===== src/rtl/dprc_pkg.sv =====
`default_nettype none
// ----------------------------------------------------------------------------
// dprc_pkg: shared types and constants for the dense PageRank column update
// Payload structs, sequencer encodings and the fixed field widths.
// ----------------------------------------------------------------------------
package dprc_pkg;

  localparam int RANK_W      = 32;
  localparam int DEG_W       = 16;
  localparam int SUM_W       = 48;
  localparam int ACC_W       = 64;
  localparam int OPND_W      = 24;
  localparam int PROD_W      = 2 * OPND_W;
  localparam int TELE_W      = 33;
  localparam int DIV_STEPS   = 48;
  localparam int DIV_CNT_W   = 6;
  localparam int CFG_INDEX_W = 3;
  localparam int CFG_DATA_W  = 16;

  localparam logic [CFG_INDEX_W-1:0] CFG_DAMPING_FACTOR = 3'd0;
  localparam logic [CFG_INDEX_W-1:0] CFG_VERTEX_COUNT   = 3'd1;
  localparam logic [CFG_INDEX_W-1:0] CFG_USE_WEIGHTS    = 3'd2;
  localparam logic [CFG_INDEX_W-1:0] CFG_USE_PERSONAL   = 3'd3;

  localparam logic [15:0] DAMPING_RESET      = 16'd55706;
  localparam logic [10:0] VERTEX_COUNT_RESET = 11'd1024;

  localparam logic KIND_LOAD    = 1'b0;
  localparam logic KIND_ELEMENT = 1'b1;

  typedef struct packed {
    logic        kind;
    logic [9:0]  source_index;
    logic [31:0] old_rank;
    logic [15:0] out_degree;
    logic [7:0]  edge_count;
    logic [23:0] edge_weight;
    logic [31:0] personal_value;
    logic        last_in_column;
  } item_t;

  typedef struct packed {
    logic [9:0]  column_index;
    logic [31:0] new_rank;
  } result_t;

  typedef struct packed {
    logic issue;
    logic first;
    logic high;
  } mac_ctrl_t;

  typedef enum logic [2:0] {
    S_IDLE,
    S_MUL_LO,
    S_MUL_HI,
    S_MUL_WAIT,
    S_MUL_TAKE,
    S_DIV_WAIT,
    S_ACCUM,
    S_EMIT
  } state_t;

  typedef enum logic [1:0] {
    OP_COUNT_RANK,
    OP_WEIGHT,
    OP_DAMP,
    OP_PERSONAL
  } mul_op_t;

endpackage
`default_nettype wire


===== src/rtl/dprc_div.sv =====
`default_nettype none
// ----------------------------------------------------------------------------
// dprc_div: restoring radix-2 divider
// Divides a 48-bit dividend by a 16-bit divisor, one quotient bit per cycle.
// ----------------------------------------------------------------------------
module dprc_div (
  input  wire logic                       clk,
  input  wire logic                       rst,
  input  wire logic                       start,
  input  wire logic [dprc_pkg::SUM_W-1:0] dividend,
  input  wire logic [dprc_pkg::DEG_W-1:0] divisor,
  output logic                            done,
  output logic      [dprc_pkg::SUM_W-1:0] quotient
);
  import dprc_pkg::*;

  logic                 busy;
  logic [DIV_CNT_W-1:0] count;
  logic [DEG_W-1:0]     rem;
  logic [DEG_W-1:0]     divisor_q;
  logic [DEG_W:0]       rem_sh;
  logic [DEG_W:0]       rem_diff;
  logic                 fits;

  // The quotient register doubles as the dividend shifter.
  assign rem_sh   = {rem, quotient[SUM_W-1]};
  assign fits     = rem_sh >= {1'b0, divisor_q};
  assign rem_diff = rem_sh - {1'b0, divisor_q};

  always_ff @(posedge clk) begin
    if (rst) begin
      busy  <= 1'b0;
      done  <= 1'b0;
      count <= '0;
    end else begin
      done <= busy && !start && (count == DIV_CNT_W'(DIV_STEPS - 1));
      if (start) begin
        busy  <= 1'b1;
        count <= '0;
      end else if (busy) begin
        count <= count + 1'b1;
        if (count == DIV_CNT_W'(DIV_STEPS - 1)) begin
          busy <= 1'b0;
        end
      end
    end
  end

  always_ff @(posedge clk) begin
    if (start) begin
      quotient  <= dividend;
      rem       <= '0;
      divisor_q <= divisor;
    end else if (busy) begin
      quotient <= {quotient[SUM_W-2:0], fits};
      rem      <= fits ? rem_diff[DEG_W-1:0] : rem_sh[DEG_W-1:0];
    end
  end

endmodule
`default_nettype wire


===== config.mk =====
export PLATFORM = sky130hd
export DESIGN_NAME = dprc_div
export DESIGN_NICKNAME = d
export VERILOG_FILES = /design/src/rtl/dprc_pkg.sv /design/src/rtl/dprc_div.sv
export SDC_FILE = /design/constraint.sdc
export NUM_CORES = 1
export LEC_CHECK = 0
export BUFFER_PORTS_ARGS = -buffer_cell sky130_fd_sc_hd__buf_2
export CORE_UTILIZATION = 48
export DETAILED_ROUTE_END_ITERATION = 16
export PLACE_DENSITY = 0.77
export SLEW_MARGIN = 0
export SYNTH_ARGS = -nofsm -noshare
export SYNTH_HDL_FRONTEND = slang
export SYNTH_SLANG_ARGS = --single-unit

===== constraint.sdc =====
create_clock -name clk -period 2.2 [get_ports clk]
set_input_delay 0 -clock clk [delete_from_list [all_inputs] [get_ports clk]]
set_output_delay 0 -clock clk [all_outputs]
set_load 0.005 [all_outputs]

==> results.json <==
{
  "crit_buf_inv": 3,
  "path_cells": "inv_2, ha_4, nand4b_1, or4_4, o221ai_4, buf_6, buf_12, mux2i_4, a211oi_2",
  "dpl.hpwl_mm": 7.198,
  "ant_nets": 0,
  "critPathSlowestCell": "or4_4",
  "p_per_area_nw_per_um2": 635.7,
  "setup_viol": 16,
  "cp_max_fo": 5,
  "numCtsBuffers": 9,
  "synth_flop_cell": "edfxtp_1",
  "grt_pass1_vias": 4129,
  "synth_edf_count": 64,
  "async_flop_share_pct": 0,
  "hold_path.class": "in2reg",
  "multi_input_area_sq_um": 2157,
  "grt_max_degree": 75,
  "critPathTopFamily": "simple AND/OR/NAND/NOR gates",
  "synth_top_area_cell": "edfxtp_1",
  "r2r_end": "rem[5]$_SDFFE_PP0P_",
  "dr.pass1.iters": 5,
  "htreeDepth": 3,
  "r2r_cells": 9,
  "syn_avg_cell_area_sq_um": 12.39,
  "dp_cells": 610,
  "rsz0062_at_grt": "true",
  "leakage_nw": 2.736,
  "syn_nets": 441,
  "ir_worst_vdd_mv": 0.5124,
  "first_iter_violations": 276,
  "path_clk_slew_ns": 0.10,
  "yosysMostFrequentCell": "edfxtp_1",
  "synth_area_leaders": "edfxtp_1 (44%), mux2_2 (13%), dfxtp_1 (11%)",
  "synth_cells": 356,
  "coreArea_sq_um": 8806,
  "cts_sinks": 88,
  "seq_area_sq_um": 2404,
  "gr-usage-met1_pct": 32.35,
  "nFillCells": 477,
  "outcome": "complete, but fails checks",
  "die_h_um": 97.85,
  "dieArea_sq_um": 9574,
  "floorplan.rows": 34,
  "routed_wl_mm": 13.86,
  "drc": 0,
  "layout_setup_ws_ns": -0.1652,
  "cts-root-buf": "clkbuf_8",
  "clkLatencyLatePin_ns": 0.37,
  "ys_top_cells_by_count": "edfxtp_1 (64), mux2_2 (49), nor2_1 (31)",
  "grt_pass1_wl_mm": 21.11,
  "syn_area_sq_um": 4409,
  "num_antenna_cells": 0,
  "end_kind": "flop",
  "required_ns": 2.45,
  "violations": "negative setup slack",
  "relSlewSlack_pct": 32.87,
  "startpoint_type": "flop",
  "yosysUniqueCellTypes": 47,
  "grt_remaining_overflow": 0,
  "finalPower_mw": 4.237,
  "antenna_found_initial": 0,
  "synth_warnings": 0,
  "post-route-period-util_pct": 107.5,
  "cts_buffer_depth": 2,
  "finalHoldViolCount": 0,
  "drv_cap": 0,
  "die_width_um": 97.85,
  "whs_ns": 0.1608,
  "reg2reg_slack_ns": -0.17,
  "crit_arrival_ns": 2.61,
  "wl_per_cell_um": 19.80,
  "finalCriticalPeriod_ns": 2.365,
  "crit_type": "reg2reg",
  "synth-seq-cells": 88,
  "area_growth_pct": 51.16,
  "fmax_ghz": 0.4228,
  "dp_slack_ns": -0.2129,
  "grt_use_met3_pct": 6.586,
  "drive_gt1_share_pct": 48.14,
  "ys_seq_area_share_pct": 54.48,
  "gp_congestion": 0.8156,
  "grt.total_usage_pct": 28.76,
  "start_util_pct": 50.07,
  "grt.busiest_layer": "met2",
  "clock_skew_ns": 0.01136,
  "met2_usage_pct": 52.71,
  "crit_cells": 9,
  "finalNonFillerCells": 700,
  "tightest_slew_ns": 1.003,
  "ioPinCount": 116,
  "routed_via_density": 5.501,
  "synth.top_cell.area_share_pct": 43.59,
  "nNetsFinal": 672,
  "crit_end": "rem[5]$_SDFFE_PP0P_",
  "crit_path_max_incr_delay_ns": 0.54,
  "maxSlewViolCount": 0,
  "io_buffers": 115,
  "r2r-start": "divisor_q[14]$_DFFE_PP_",
  "crit_start": "divisor_q[14]$_DFFE_PP_",
  "num_vias": 3851,
  "cts_tree": "done"
}
power breakdown:
part	leakage, nW	switching (mW)	internal (mW)	total, mW
sequential	0.835	0.0948	1.94	2.04
clock	0.101	0.662	0.546	1.21
combinational	1.80	0.458	0.533	0.991
total	2.74	1.21	3.02	4.24
repair_timing:
action	CTS	global route
resized for setup	33	18
endpoints found under the setup margin	17	17
pin swaps	19	16
cloned	0	0
buffers inserted	8	1
hold endpoints to repair	72	0
hold buffers	65	0
routing by layer:
metal / wire, um / up-vias
li1: - / 1773
met1: 5318 / 1848
met2: 7254 / 198
met3: 929 / 32
met4: 358 / 0
met5: 0 / -
how the worst min path moves through the flow:
| stage | startpoint | end | slack (ns) | depth (start not counted) |
|---|---|---|---|---|
| detailed placement | divisor[2] | divisor_q[2]$_DFFE_PP_ | 0.18 | 1 |
| CTS | start | rem[10]$_SDFFE_PP0P_ | 0.17 | 4 |
| global route | start | divisor_q[12]$_DFFE_PP_ | 0.19 | 2 |
| global placement | divisor[7] | divisor_q[7]$_DFFE_PP_ | 0.18 | 1 |
| floorplan | rst | busy$_SDFF_PP0_ | 0.07 | 1 |
| finish | start | divisor_q[12]$_DFFE_PP_ | 0.16 | 2 |
worst register-to-register path, stage by stage (launching register included):
cell	delay, ns
edfxtp_1	0.36
inv_2	0.05
ha_4	0.26
nand4b_1	0.18
or4_4	0.54
o221ai_4	0.22
buf_6	0.17
buf_12	0.14
mux2i_4	0.24
a211oi_2	0.10
kinds of logic (layout without fill, tap and decap cells):
family | count (synthesis) | in the layout | share of synthesized area [%]
AOI/OAI and AO/OA | 54 | 54 | 8.485
buffers and inverters | 33 | 269 | 3.377
xor gates and xnor gates | 16 | 16 | 3.178
and+or+nand+nor | 82 | 82 | 9.024
DFF | 88 | 88 | 54.48
muxes | 65 | 65 | 16.17
adders and majority gates | 18 | 18 | 5.278
registers in the layout (all words and copies together) (netlist names):
| register | flops |
|---|---|
| rem | 16 |
| busy | 1 |
| done | 1 |
| quotient | 48 |
| count | 6 |
| divisor_q | 16 |
layout make-up:
class	count	share of cell area, %
flip-flops and latches	88	36.06
multi-input cells	235	32.36
repair buffers	233	25.34
well taps	108	2.027
clock buffers	10	1.915
clock inverters	6	1.164
inverters	20	1.126
per-stage QoR:
step | utilization (%) | area [sq um] | setup TNS [ns]
floorplan | - | 4439 | -0.06578
global placement | 61.79 | 5441 | -0.6429
detailed placement | 61.79 | 5441 | -1.825
CTS | 74.38 | 6550 | -1.511
global route | 75.69 | 6665 | -3.040
finish | 75.69 | 6665 | -1.623
placed cells by master, fill, tap and decap left out, drive strengths merged, types with 6 or more instances in the layout:
cell type      n
ha            17
nor2          31
dlygate4sd3   65
xor2           6
buf          168
clkbuf        10
nand2         21
o21ai         14
inv           22
dfxtp         24
a21oi         15
edfxtp        64
xnor2         10
mux2          50
a211oi        10
mux2i         15
Power figures use the tool's default switching activity.
