$ cat config.mk
export PLATFORM = sky130hd
export DESIGN_NAME = dprc_mac
export DESIGN_NICKNAME = d
export VERILOG_FILES = /design/src/rtl/dprc_pkg.sv /design/src/rtl/dprc_mac.sv
export SDC_FILE = /design/constraint.sdc
export NUM_CORES = 2
export LEC_CHECK = 0
export BUFFER_PORTS_ARGS = -buffer_cell sky130_fd_sc_hd__buf_2
export CAP_MARGIN = 25
export CORE_MARGIN = 4
export CORE_UTILIZATION = 45
export CTS_BUF_LIST = sky130_fd_sc_hd__clkbuf_8
export CTS_CLUSTER_SIZE = 20
export DETAILED_ROUTE_END_ITERATION = 10
export GPL_ROUTABILITY_DRIVEN = 0
export PLACE_DENSITY = 0.69
export SETUP_SLACK_MARGIN = 0.05
export SYNTH_ARGS = -nofsm -noshare
export SYNTH_HDL_FRONTEND = slang
export SYNTH_SLANG_ARGS = --single-unit
$ cat constraint.sdc
create_clock -name clk -period 20.6 [get_ports clk]
set_input_delay 4.12 -clock clk [delete_from_list [all_inputs] [get_ports clk]]
set_output_delay 4.12 -clock clk [all_outputs]
set_load 0.005 [all_outputs]
$ cat src/rtl/dprc_pkg.sv
`default_nettype none
// ----------------------------------------------------------------------------
// dprc_pkg: shared types and constants for the dense PageRank column update
// Payload structs, sequencer encodings and the fixed field widths.
// ----------------------------------------------------------------------------
package dprc_pkg;

  localparam int RANK_W      = 32;
  localparam int DEG_W       = 16;
  localparam int SUM_W       = 48;
  localparam int ACC_W       = 64;
  localparam int OPND_W      = 24;
  localparam int PROD_W      = 2 * OPND_W;
  localparam int TELE_W      = 33;
  localparam int DIV_STEPS   = 48;
  localparam int DIV_CNT_W   = 6;
  localparam int CFG_INDEX_W = 3;
  localparam int CFG_DATA_W  = 16;

  localparam logic [CFG_INDEX_W-1:0] CFG_DAMPING_FACTOR = 3'd0;
  localparam logic [CFG_INDEX_W-1:0] CFG_VERTEX_COUNT   = 3'd1;
  localparam logic [CFG_INDEX_W-1:0] CFG_USE_WEIGHTS    = 3'd2;
  localparam logic [CFG_INDEX_W-1:0] CFG_USE_PERSONAL   = 3'd3;

  localparam logic [15:0] DAMPING_RESET      = 16'd55706;
  localparam logic [10:0] VERTEX_COUNT_RESET = 11'd1024;

  localparam logic KIND_LOAD    = 1'b0;
  localparam logic KIND_ELEMENT = 1'b1;

  typedef struct packed {
    logic        kind;
    logic [9:0]  source_index;
    logic [31:0] old_rank;
    logic [15:0] out_degree;
    logic [7:0]  edge_count;
    logic [23:0] edge_weight;
    logic [31:0] personal_value;
    logic        last_in_column;
  } item_t;

  typedef struct packed {
    logic [9:0]  column_index;
    logic [31:0] new_rank;
  } result_t;

  typedef struct packed {
    logic issue;
    logic first;
    logic high;
  } mac_ctrl_t;

  typedef enum logic [2:0] {
    S_IDLE,
    S_MUL_LO,
    S_MUL_HI,
    S_MUL_WAIT,
    S_MUL_TAKE,
    S_DIV_WAIT,
    S_ACCUM,
    S_EMIT
  } state_t;

  typedef enum logic [1:0] {
    OP_COUNT_RANK,
    OP_WEIGHT,
    OP_DAMP,
    OP_PERSONAL
  } mul_op_t;

endpackage
`default_nettype wire

$ cat src/rtl/dprc_mac.sv
`default_nettype none
// ----------------------------------------------------------------------------
// dprc_mac: shared 24x24 multiplier with shifted accumulate
// Products are registered, then added into a 64-bit accumulator in the next cycle.
// ----------------------------------------------------------------------------
module dprc_mac (
  input  wire logic                      clk,
  input  wire logic                      rst,
  input  wire dprc_pkg::mac_ctrl_t       ctrl,
  input  wire logic [dprc_pkg::OPND_W-1:0] a,
  input  wire logic [dprc_pkg::OPND_W-1:0] b,
  output logic      [dprc_pkg::ACC_W-1:0]  acc
);
  import dprc_pkg::*;

  logic [PROD_W-1:0] prod;
  logic              prod_valid;
  logic              prod_first;
  logic              prod_high;
  logic [ACC_W-1:0]  shifted;

  // A high partial product sits one operand width further up.
  assign shifted = prod_high ? ACC_W'({prod, {OPND_W{1'b0}}}) : ACC_W'(prod);

  always_ff @(posedge clk) begin
    if (rst) begin
      prod_valid <= 1'b0;
      prod_first <= 1'b0;
      prod_high  <= 1'b0;
    end else begin
      prod_valid <= ctrl.issue;
      prod_first <= ctrl.first;
      prod_high  <= ctrl.high;
    end
  end

  always_ff @(posedge clk) begin
    if (ctrl.issue) begin
      prod <= a * b;
    end
    if (prod_valid) begin
      acc <= prod_first ? shifted : acc + shifted;
    end
  end

endmodule
`default_nettype wire

==> metrics.txt <==
# TYPE chip_impl_metric gauge
chip_impl_metric{name="buffers_inserted_during_post_cts_setup_optimization",unit=""} 0
chip_impl_metric{name="final-setup-viol-count",unit=""} 0
chip_impl_metric{name="detailed_place_hpwl",unit="mm"} 57.9
chip_impl_metric{name="postCtsResizedCells",unit=""} 0
chip_impl_metric{name="layout.cell_area.non_filler",unit="um^2"} 28700
chip_impl_metric{name="layout_worst_path_cycle_share",unit="%"} 53.5
chip_impl_metric{name="fin_tns_setup",unit="ns"} 0
chip_impl_metric{name="synth.ff_latch_count",unit=""} 115
chip_impl_metric{name="seq_area_frac_synth",unit="%"} 12.5
chip_impl_metric{name="synth_top_area_share",unit="%"} 35.4
chip_impl_metric{name="path_clk_slew",unit="ns"} 0.08
chip_impl_metric{name="highest_net_fanout_along_the_worst_path",unit=""} 24
chip_impl_metric{name="layout.nets",unit=""} 3822
chip_impl_info{name="path_class",value="primary input to register"} 1
chip_impl_info{name="synth.area.top_cells",value="sky130_fd_sc_hd__fa_1 35%, sky130_fd_sc_hd__edfxtp_1 12%, sky130_fd_sc_hd__ha_1 11%"} 1
chip_impl_metric{name="fp.coreArea",unit="um^2"} 59500
chip_impl_metric{name="drt_pre_antenna_iters",unit=""} 7
chip_impl_info{name="ys_top_cells_by_count",value="581 x sky130_fd_sc_hd__inv_1, 483 x sky130_fd_sc_hd__fa_1, 384 x sky130_fd_sc_hd__nand2_1"} 1
chip_impl_metric{name="postSynthNetCount",unit=""} 3829
chip_impl_metric{name="floorplan.io_pins",unit=""} 117
chip_impl_info{name="critical_path.startpoint_type",value="primary input"} 1
chip_impl_info{name="crit-reg2reg-launch",value="prod_high"} 1
chip_impl_metric{name="synth_cell_types",unit=""} 71
chip_impl_metric{name="drt_iter0_markers",unit=""} 1612
chip_impl_info{name="synth.most_common_cell",value="sky130_fd_sc_hd__inv_1"} 1
chip_impl_metric{name="ys_warn_count",unit=""} 0
chip_impl_metric{name="dr_total_vias",unit=""} 20500
chip_impl_metric{name="syn_inst",unit=""} 3056
chip_impl_info{name="timing.rr.end",value="acc[54]"} 1
chip_impl_metric{name="grt_overflow",unit=""} 0
chip_impl_metric{name="cts_inserted_buffers",unit=""} 17
chip_impl_info{name="holdCritPathClass",value="register to register"} 1
chip_impl_metric{name="avgSynthCellArea",unit="um^2"} 8.93
chip_impl_metric{name="report.final.hold_viol_count",unit=""} 0
chip_impl_metric{name="area_after_detailed_placement",unit="um^2"} 28300
chip_impl_metric{name="clock_buffer_depth",unit=""} 2
chip_impl_metric{name="grt_antenna_before_repair",unit=""} 0
chip_impl_metric{name="drc_errors",unit=""} 0
chip_impl_metric{name="grt_pass1_wl",unit="mm"} 117
chip_impl_metric{name="worst_clock_skew",unit="ns"} 0.0149
chip_impl_metric{name="post_route_cells_drive_above_1_share",unit="%"} 6.27
chip_impl_metric{name="fp-row-count",unit=""} 89
chip_impl_metric{name="synth_area",unit="um^2"} 27300
chip_impl_metric{name="drv_cap",unit=""} 0
chip_impl_metric{name="regToRegSetupSlack",unit="ns"} 16.13
chip_impl_info{name="min_from",value="acc[0]"} 1
chip_impl_metric{name="worstMarginPinSlew",unit="ns"} 0.893
chip_impl_metric{name="endpoint_required_time_on_the_critical_path",unit="ns"} 20.80
chip_impl_metric{name="tritoncts_num_sinks",unit=""} 115
chip_impl_info{name="rsz0062_at_grt",value="no"} 1
chip_impl_metric{name="avgViaCountPerCell",unit=""} 5.35
chip_impl_metric{name="final_routed_wire_length_divided_by_cell_count",unit="um"} 18.9
chip_impl_metric{name="insertedDiodeCount",unit=""} 0
chip_impl_info{name="most_common_flop_cell_mapped_by_yosys",value="sky130_fd_sc_hd__edfxtp_1"} 1
chip_impl_info{name="synth_largest_area_cell",value="sky130_fd_sc_hd__fa_1"} 1
chip_impl_metric{name="grtUsageTotal",unit="%"} 23.0
chip_impl_metric{name="die_width",unit="um"} 254
chip_impl_info{name="root_buffer",value="sky130_fd_sc_hd__clkbuf_8"} 1
chip_impl_metric{name="clkLatencyLatePin",unit="ns"} 0.46
chip_impl_metric{name="slew_viol_final",unit=""} 0
chip_impl_metric{name="placement.io_buffers",unit=""} 116
chip_impl_metric{name="worst-endpoint-arrival",unit="ns"} 11.21
chip_impl_metric{name="antenna_left",unit=""} 0
chip_impl_metric{name="timing.fmax",unit="MHz"} 90.8
chip_impl_metric{name="timing.max_slew.rel_slack",unit="%"} 40.5
chip_impl_metric{name="ctsHoldBuffers",unit=""} 0
chip_impl_info{name="cp-end-kind",value="register"} 1
chip_impl_metric{name="synth_enable_flop_cells",unit=""} 112
chip_impl_metric{name="reg2reg_depth",unit=""} 15
chip_impl_metric{name="die_footprint",unit="um^2"} 64600
chip_impl_metric{name="syn_to_final_growth",unit="%"} 5.21
chip_impl_metric{name="grt_max_degree",unit=""} 72
chip_impl_metric{name="whs",unit="ns"} 0.710
chip_impl_metric{name="worst_hold_path.num_cells",unit=""} 2
chip_impl_metric{name="cts.htree.levels",unit=""} 4
chip_impl_metric{name="die_height",unit="um"} 254
chip_impl_info{name="min_delay_worst_endpoint",value="acc[0]"} 1
chip_impl_metric{name="routed_wirelength",unit="mm"} 72.4
chip_impl_info{name="cts_tree",value="built"} 1
chip_impl_metric{name="crit_path_time_final",unit="ns"} 11.01
chip_impl_metric{name="initial_core_util",unit="%"} 45.9
chip_impl_info{name="status",value="finished, final reports clean"} 1
chip_impl_metric{name="first_global_vias",unit=""} 21100
chip_impl_metric{name="synth_async_sr_flop_share",unit="%"} 0
-- registers in the layout (all words and copies together) (netlist names) --
| name | flops |
|---|---|
| prod_first | 1 |
| prod_valid | 1 |
| acc | 64 |
| prod | 48 |
| prod_high | 1 |
-- cell type report --
cell class	count	area, um^2
Clock buffer	17	234
Tap cell	773	967
Inverter	582	2180
Multi-Input combinational cell	2212	21100
Fill cell	5800	30800
Sequential cell	115	3430
Clock inverter	13	145
Timing Repair Buffer	121	631
-- metrics by stage --
step,utilization (%),instances,setup slack (ns)
after global placement,47.6,3802,9.24
after CTS,48.2,3832,9.63
after floorplan,-,3056,9.88
after detailed placement,47.6,3802,9.11
after global routing,48.3,3833,9.21
final,48.3,3833,9.59
-- layout by cell type, fill, tap and decap left out, types with 17 or more instances in the layout --
master,n
sky130_fd_sc_hd__nor2_1,104
sky130_fd_sc_hd__nand2_1,384
sky130_fd_sc_hd__nand4_1,22
sky130_fd_sc_hd__edfxtp_1,112
sky130_fd_sc_hd__a21o_1,62
sky130_fd_sc_hd__fa_1,483
sky130_fd_sc_hd__xor2_1,44
sky130_fd_sc_hd__a21oi_1,165
sky130_fd_sc_hd__o21ai_0,67
sky130_fd_sc_hd__and2_1,323
sky130_fd_sc_hd__nand3_1,21
sky130_fd_sc_hd__inv_1,582
sky130_fd_sc_hd__o21bai_1,22
sky130_fd_sc_hd__xnor2_1,58
sky130_fd_sc_hd__buf_2,116
sky130_fd_sc_hd__clkbuf_8,17
sky130_fd_sc_hd__ha_1,237
sky130_fd_sc_hd__nor2b_1,34
sky130_fd_sc_hd__mux2_2,27
-- worst max-delay path, cell delays in order --
cell                       delay, ns
sky130_fd_sc_hd__buf_2          0.49
sky130_fd_sc_hd__and2_1         0.24
sky130_fd_sc_hd__fa_1           0.44
sky130_fd_sc_hd__fa_1           0.54
sky130_fd_sc_hd__inv_1          0.05
sky130_fd_sc_hd__fa_1           0.51
sky130_fd_sc_hd__fa_1           0.51
sky130_fd_sc_hd__inv_1          0.05
sky130_fd_sc_hd__fa_1           0.48
sky130_fd_sc_hd__fa_1           0.49
sky130_fd_sc_hd__inv_1          0.05
sky130_fd_sc_hd__fa_1           0.47
sky130_fd_sc_hd__inv_1          0.04
sky130_fd_sc_hd__ha_1           0.34
sky130_fd_sc_hd__a21oi_1        0.27
sky130_fd_sc_hd__inv_1          0.07
sky130_fd_sc_hd__a221o_1        0.36
sky130_fd_sc_hd__a31o_2         0.28
sky130_fd_sc_hd__o211ai_1       0.30
sky130_fd_sc_hd__a211oi_1       0.19
sky130_fd_sc_hd__a311oi_2       0.28
sky130_fd_sc_hd__o21ai_1        0.15
sky130_fd_sc_hd__a311oi_1       0.33
sky130_fd_sc_hd__xnor2_1        0.12
-- worst max-delay path by stage --
stage / cells after the start / endpoint / slack (ns) / from
6_report: 24 / prod[47] / 9.59 / a[16]
5_1_grt: 27 / prod[45] / 9.21 / a[13]
4_1_cts: 24 / prod[47] / 9.63 / a[16]
3_5_place_dp: 24 / prod[47] / 9.11 / a[16]
3_3_place_gp: 26 / prod[47] / 9.24 / a[13]
2_1_floorplan: 26 / prod[47] / 9.88 / b[3]
-- kinds of logic after synthesis --
family	Yosys count	share of synthesized area, %
AND/OR/NAND/NOR	943	17.1
buffers and inverters	729	10.1
multiplexers	29	1.19
flip-flops	115	12.5
AO/OA/AOI/OAI	418	9.55
XOR/XNOR	102	3.27
adder cells (fa/ha/maj)	720	46.3
-- routing by layer --
layer,vias to the layer above,wire length [um],global-route usage [%]
li1,9495,-,-
met1,10100,32200,33.3
met2,821,32500,36.5
met3,84,6480,4.10
met4,0,1280,5.02
met5,-,0,0
Power is left out: the tool's default activity adds up to more than one toggle a clock period on the data nets, which glitch-free logic cannot reach.
